[src/rtl/core/dstf_pkg.sv]
// dstf_pkg: shared types and constants for the decimal string to fixed-point parser.
// Holds the accumulator record and the fraction digit weight table.
// Depends on nothing; used by dstf_result and decimal_string_to_fixed_unit.
package dstf_pkg;

  // ASCII codes the parser reacts to
  localparam logic [7:0] CH_NUL   = 8'h00;
  localparam logic [7:0] CH_SPACE = 8'h20;
  localparam logic [7:0] CH_MINUS = 8'h2D;
  localparam logic [7:0] CH_DOT   = 8'h2E;
  localparam logic [7:0] CH_ZERO  = 8'h30;
  localparam logic [7:0] CH_NINE  = 8'h39;

  localparam int unsigned INT_W  = 31;
  localparam int unsigned FRAC_W = 33;
  localparam int unsigned CNT_W  = 4;

  localparam logic [INT_W-1:0] INT_MAX = {INT_W{1'b1}};

  // Accumulated number, handed from the parser to the result stage
  typedef struct packed {
    logic              is_negative;
    logic [INT_W-1:0]  int_acc;
    logic [FRAC_W-1:0] frac_acc;
    logic              overflow;
  } acc_t;

  // round(2^32 * 10^-k); entry 0 is never selected
  function automatic logic [31:0] frac_weight(input logic [CNT_W-1:0] k);
    logic [31:0] w;
    case (k)
      4'd1:    w = 32'd429496730;
      4'd2:    w = 32'd42949673;
      4'd3:    w = 32'd4294967;
      4'd4:    w = 32'd429497;
      4'd5:    w = 32'd42950;
      4'd6:    w = 32'd4295;
      4'd7:    w = 32'd429;
      4'd8:    w = 32'd43;
      4'd9:    w = 32'd4;
      default: w = 32'd0;
    endcase
    return w;
  endfunction

endpackage

[src/rtl/core/dstf_result.sv]
// dstf_result: turns the accumulated integer and fraction into a signed Q31.32 value.
// Clamps the magnitude to the positive range and applies the sign.
// Depends on dstf_pkg for acc_t.
module dstf_result
  import dstf_pkg::*;
#(
  parameter int FRAC_BITS = 32
) (
  input  acc_t               acc,
  output logic signed [63:0] value,
  output logic               saturated
);

  localparam logic [31:0] FRAC_MASK = ~((32'd1 << (32 - FRAC_BITS)) - 32'd1);

  logic [31:0] upper;
  logic [63:0] mag;
  logic [63:0] mag_sat;
  logic        clamp;

  // Add the fraction carry bit into the integer half
  assign upper = {1'b0, acc.int_acc} + {31'd0, acc.frac_acc[32]};
  assign mag   = {upper, acc.frac_acc[31:0] & FRAC_MASK};

  // Clamp anything past 2^63-1, then apply the sign
  assign clamp     = mag[63];
  assign mag_sat   = clamp ? {1'b0, {63{1'b1}}} : mag;
  assign value     = acc.is_negative ? -$signed(mag_sat) : $signed(mag_sat);
  assign saturated = acc.overflow | clamp;

endmodule

[src/rtl/core/decimal_string_to_fixed_unit.sv]
// decimal_string_to_fixed_unit: top level of the ASCII decimal to Q31.32 parser.
// Depends on dstf_pkg and dstf_result.
//
// Usage:
//   The input channel (in_valid, in_stall, in_ch) carries one ASCII character
//   per request. Leading spaces are skipped, one minus sign may follow, then
//   integer digits, a dot and fraction digits; any other character stops the
//   parse until the terminator. Character 0 ends the string and produces one
//   request on the result channel (out_valid, out_stall, out_value,
//   out_saturated); other characters produce none.
//   Throughput: one character per cycle unless a terminator is held back by a
//   stalled result; the rate is set by the digit update (multiply by ten and add,
//   or weighted fraction add) feeding back on the accumulators. The terminator
//   passes through the input register and then the result register, and a
//   stalled result ahead of it holds it in the input register.
//   When the receiver stalls, the result holds; characters keep flowing while
//   a terminator is waiting, and only a second terminator is held back.
//   Reset (rst_n low, synchronous) empties both registers and returns the
//   parser to the leading-space phase; every terminator resets the parser too.
module decimal_string_to_fixed_unit
  import dstf_pkg::*;
#(
  parameter int FRAC_DIGITS = 10,
  parameter int FRAC_BITS   = 32
) (
  input  logic               clk,
  input  logic               rst_n,
  input  logic               in_valid,
  output logic               in_stall,
  input  logic [7:0]         in_ch,
  output logic               out_valid,
  input  logic               out_stall,
  output logic signed [63:0] out_value,
  output logic               out_saturated
);

  localparam logic [CNT_W-1:0] FRAC_LIMIT = CNT_W'(FRAC_DIGITS);

  typedef enum logic [1:0] {
    PH_LEAD,
    PH_INT,
    PH_FRAC,
    PH_STOP
  } phase_t;

  // Input register
  logic       in_valid_r;
  logic [7:0] ch_r;

  // Parser state
  phase_t           phase_r, phase_nxt;
  acc_t             acc_r, acc_nxt;
  logic [CNT_W-1:0] frac_count_r, frac_count_nxt;

  // Result register
  logic               out_valid_r, out_valid_nxt;
  logic signed [63:0] out_value_r;
  logic               out_saturated_r;

  logic               adv;
  logic               is_term;
  logic signed [63:0] res_value;
  logic               res_saturated;

  // Body-character helpers
  logic             is_digit;
  logic [3:0]       digit;
  logic [34:0]      int_sum;
  logic [CNT_W-1:0] cnt_inc;
  logic [35:0]      frac_prod;
  logic [FRAC_W-1:0] frac_sum;

  assign is_term  = (ch_r == CH_NUL);
  // Advance the held character unless a terminator meets a blocked result
  assign adv      = in_valid_r & (~is_term | ~out_valid_r | ~out_stall);
  assign in_stall = in_valid_r & ~adv;

  assign is_digit  = (ch_r >= CH_ZERO) && (ch_r <= CH_NINE);
  assign digit     = 4'(ch_r - CH_ZERO);
  assign int_sum   = ({4'd0, acc_r.int_acc} << 3) + ({4'd0, acc_r.int_acc} << 1)
                   + {31'd0, digit};
  assign cnt_inc   = frac_count_r + CNT_W'(1);
  assign frac_prod = {32'd0, digit} * {4'd0, frac_weight(cnt_inc)};
  assign frac_sum  = acc_r.frac_acc + frac_prod[FRAC_W-1:0];

  // Build the result from the state as it stands before the terminator
  dstf_result #(
    .FRAC_BITS(FRAC_BITS)
  ) u_result (
    .acc      (acc_r),
    .value    (res_value),
    .saturated(res_saturated)
  );

  // Next parser state
  always_comb begin
    logic body;
    phase_nxt      = phase_r;
    acc_nxt        = acc_r;
    frac_count_nxt = frac_count_r;
    body           = 1'b0;
    if (adv) begin
      if (is_term) begin
        phase_nxt      = PH_LEAD;
        acc_nxt        = '0;
        frac_count_nxt = '0;
      end else if (phase_r == PH_LEAD) begin
        if (ch_r != CH_SPACE) begin
          phase_nxt = PH_INT;
          if (ch_r == CH_MINUS) begin
            acc_nxt.is_negative = 1'b1;
          end else begin
            body = 1'b1;
          end
        end
      end else if (phase_r != PH_STOP) begin
        body = 1'b1;
      end
    end
    if (body) begin
      if (ch_r == CH_DOT) begin
        phase_nxt = PH_FRAC;
      end else if (is_digit) begin
        if (phase_r == PH_FRAC) begin
          if (frac_count_r < FRAC_LIMIT) begin
            frac_count_nxt   = cnt_inc;
            acc_nxt.frac_acc = frac_sum;
          end
        end else begin
          phase_nxt = PH_INT;
          if (int_sum > {4'd0, INT_MAX}) begin
            acc_nxt.int_acc  = INT_MAX;
            acc_nxt.overflow = 1'b1;
          end else begin
            acc_nxt.int_acc = int_sum[INT_W-1:0];
          end
        end
      end else begin
        phase_nxt = PH_STOP;
      end
    end
  end

  // Drop the result once taken, load a new one on a terminator
  always_comb begin
    out_valid_nxt = out_valid_r & out_stall;
    if (adv && is_term) begin
      out_valid_nxt = 1'b1;
    end
  end

  // Hold state and registered outputs
  always_ff @(posedge clk) begin
    if (!rst_n) begin
      in_valid_r   <= 1'b0;
      out_valid_r  <= 1'b0;
      phase_r      <= PH_LEAD;
      acc_r        <= '0;
      frac_count_r <= '0;
    end else begin
      if (!in_stall) begin
        in_valid_r <= in_valid;
      end
      out_valid_r  <= out_valid_nxt;
      phase_r      <= phase_nxt;
      acc_r        <= acc_nxt;
      frac_count_r <= frac_count_nxt;
    end
  end

  // Payload registers
  always_ff @(posedge clk) begin
    if (!in_stall) begin
      ch_r <= in_ch;
    end
    if (adv && is_term) begin
      out_value_r     <= res_value;
      out_saturated_r <= res_saturated;
    end
  end

  assign out_valid     = out_valid_r;
  assign out_value     = out_value_r;
  assign out_saturated = out_saturated_r;

endmodule
[config.mk]
export PLATFORM = sky130hd
export DESIGN_NAME = decimal_string_to_fixed_unit
export DESIGN_NICKNAME = d
export VERILOG_FILES = /design/src/rtl/core/dstf_pkg.sv /design/src/rtl/core/dstf_result.sv /design/src/rtl/core/decimal_string_to_fixed_unit.sv
export SDC_FILE = /design/constraint.sdc
export NUM_CORES = 1
export LEC_CHECK = 0
export BUFFER_PORTS_ARGS = -buffer_cell sky130_fd_sc_hd__clkbuf_2
export CAP_MARGIN = 10
export CELL_PAD_IN_SITES_DETAIL_PLACEMENT = 1
export CELL_PAD_IN_SITES_GLOBAL_PLACEMENT = 1
export CORE_MARGIN = 4
export CORE_UTILIZATION = 52
export CTS_CLUSTER_SIZE = 24
export DETAILED_ROUTE_END_ITERATION = 10
export HOLD_SLACK_MARGIN = 0.1
export PLACE_DENSITY_LB_ADDON = 0.2
export SLEW_MARGIN = 20
export SYNTH_ARGS = -nofsm -noshare
export SYNTH_HDL_FRONTEND = slang
export SYNTH_SLANG_ARGS = --single-unit
[constraint.sdc]
create_clock -name clk -period 8.6 [get_ports clk]
set_clock_uncertainty 0.1 [all_clocks]
set_input_delay 2.58 -clock clk [delete_from_list [all_inputs] [get_ports clk]]
set_output_delay 2.58 -clock clk [all_outputs]
set_load 0.05 [all_outputs]
==> results.toml <==
[timing]
finalCritPeriodShare = 0.8068
setup_tns_ps = 0
worst_pin_slew_ps = 1008
holdWs_ps = 400.1
maxSlewHeadroom = 0.3275
max_freq_mhz = 144.1
setup_slack_ps = 1662
rsz0062_at_grt = "no"
period_needed_ps = 6938
hold_viol_final = 0
setup_violations = 0
finalMaxSlewViolations = 0

[worst_setup_path]
critPathMaxFanout = 21
startpoint_type = "register"
worstPathArrival_ps = 7200
endpoint_kind = "register"
required_ps = 8860
criticalPathCategory = "register to register"

[logic_synthesis]
syn-cell-area_sq_mm = 0.01446
netlist_top_cells_area = "edfxtp_1 15%, fa_1 11%, ha_1 10%"
ys_seq_area_frac = 0.2541
ys_types = 74
synth_seq_cells = 147
synth_area_leader_cell = "edfxtp_1"
synthArstFlopShare = 0
synth_top_area_frac = 0.1516
synth_edf_count = 73
syn_inst = 1726
yosysWarningCount = 0
synth-main-ff-cell = "dfxtp_1"
syn_area_per_cell_sq_um = 8.376
syn_nets = 1936

[layout]
drive_above_1_share = 0.08329
area_growth_pct = 8.646
final_common_cell = "inv_1"
mostFrequentLayoutCells = "176 x inv_1, 151 x a21oi_1, 134 x nor2_1"
fillers = 3281
fin_nets = 1962
antenna_cells = 0
final_util = 0.5779

[power_and_ir_drop]
power.leakage_nw = 6.940
power.density_mw_per_mm2 = 121.6
ir_worst_vdd_v = 0.0001032

[routing]
drt_pass1_iterations = 5
initialDrtViolationCount = 1216
wl_met2_mm = 20.58
met3_length_mm = 2.698
ant_nets = 0
num_vias = 13320
routedWlPerCell_um = 21.22
avgViaCountPerCell = 6.233
drc_errors = 0
highest_layer = "met4"
wl_met1_mm = 21.35
wirelength_mm = 45.34

[cts]
post_cts_buffers = 0
cts_resized = 0
clk_pin_slew_ps = 70
holdBufCountCts = 0
cts_buffers = 17
clock_latency_ps = 450
h-tree-depth = 4
cts.sinks = 147
cts_tree = "yes"
cts-root-buf = "clkbuf_16"
cts_buffer_depth = 2

[floorplanning]
start_util = 0.5320
die_w_um = 174.7
die_h_um = 174.7
rows = 60
ios = 79
core_sq_mm = 0.02718
die_area_sq_mm = 0.03053

[grt]
grt_overflow = 0
grt_max_degree = 71
grt_pass1_wl_mm = 73.50
grtUsageTotal = 0.2939
antenna_found_initial = 0
grt_pass1_vias = 13550

[placed_design]
dp_slack_ps = 1820
port_buffers = 78
place.detailed.hpwl_mm = 34.65
place.gp.congestion = 0.8898

[run_status]
status = "completed"

[flow_run]
drv_cap = 0

[worst_hold_path]
holdCritPathClass = "register to register"
## state kept, by name, indices dropped and copies added (netlist names), named ones only
signal	count
ch_r	8
acc_r	66
out_saturated	1
frac_count_r	4
phase_r	1
in_valid_r	1
out_valid	1
out_value	64
## routing by layer
| metal | GRT usage | up-vias |
|---|---|---|
| li1 | - | 6176 |
| met1 | 0.4337 | 6641 |
| met2 | 0.4625 | 440 |
| met3 | 0.04111 | 62 |
| met4 | 0.06350 | 0 |
| met5 | 0 | - |
## synth_stat cells, drive strengths merged, types with 12 or more instances
| library cell | n |
|---|---|
| nor2 | 135 |
| a31oi | 20 |
| or3 | 13 |
| o21ai | 70 |
| inv | 178 |
| xnor2 | 51 |
| nand2b | 20 |
| and3 | 23 |
| nor2b | 14 |
| o21a | 14 |
| edfxtp | 73 |
| nor3 | 46 |
| dfxtp | 74 |
| nand3 | 67 |
| clkbuf | 70 |
| a211oi | 14 |
| ha | 120 |
| and2 | 42 |
| nor4 | 16 |
| a21o | 29 |
| a311oi | 25 |
| a21oi | 151 |
| fa | 78 |
| o31ai | 14 |
| nand2 | 126 |
| buf | 13 |
| xor2 | 58 |
| and4 | 12 |
| nand4 | 36 |
## final timing paths
check	start	end	slack, ps	depth (start not counted)
max	frac_count_r[0]$_SDFF_PN0_	acc_r[27]$_SDFF_PN0_	1660	22
min reg2reg	acc_r[0]$_SDFF_PN0_	acc_r[0]$_SDFF_PN0_	400	2
min	acc_r[0]$_SDFF_PN0_	acc_r[0]$_SDFF_PN0_	400	2
max reg2reg	frac_count_r[0]$_SDFF_PN0_	acc_r[27]$_SDFF_PN0_	1660	22
## report_power, final
| part | total [W] | internal (W) | switching, W |
|---|---|---|---|
| registers | 0.000745 | 0.000733 | 0.0000121 |
| logic | 0.000334 | 0.000128 | 0.000207 |
| clock network | 0.000831 | 0.000468 | 0.000362 |
## worst max-delay path, cell delays in order (launching register included)
cell      delay [ps]
dfxtp_1          550
ha_1             220
inv_1             60
ha_1             520
nand2b_1         300
a21oi_1          140
o22ai_1           90
a221oi_1         690
and2_1           260
fa_1             450
fa_1             550
inv_1             50
fa_1             490
inv_1             40
ha_1             370
nand4b_1         180
a21oi_1          210
o21ai_0          190
a211oi_1         490
a21boi_0         220
or3_1            340
a21o_1           190
a21oi_1          130
## layout make-up
class	count	area (sq um)	area share
Sequential cell	147	3675	0.2340
Clock inverter	14	191.4	0.01219
Tap cell	372	465.4	0.02963
Timing Repair Buffer	90	480.5	0.03059
Inverter	178	668.1	0.04254
Multi-Input combinational cell	1318	9797	0.6238
Clock buffer	18	429.2	0.02732
## cells by family after synthesis
| kind of cell | share of synthesized area |
|---|---|
| and+or+nand+nor | 0.2075 |
| AOI/OAI and AO/OA | 0.1851 |
| buffers and inverters | 0.06907 |
| adders and majority gates | 0.2119 |
| DFF | 0.2541 |
| xor gates and xnor gates | 0.06604 |
| muxes | 0.006232 |
## stage by stage
stage | std cells | instance area (sq um) | total power [W]
CTS | 2137 | 15710 | 0.001905
floorplan | 1726 | 14460 | 0.001001
global route | 2137 | 15710 | 0.001988
detailed placement | 2105 | 15090 | 0.001083
global placement | 2105 | 15090 | 0.001064
finish | 2137 | 15710 | 0.001910
Power figures use the tool's default switching activity.
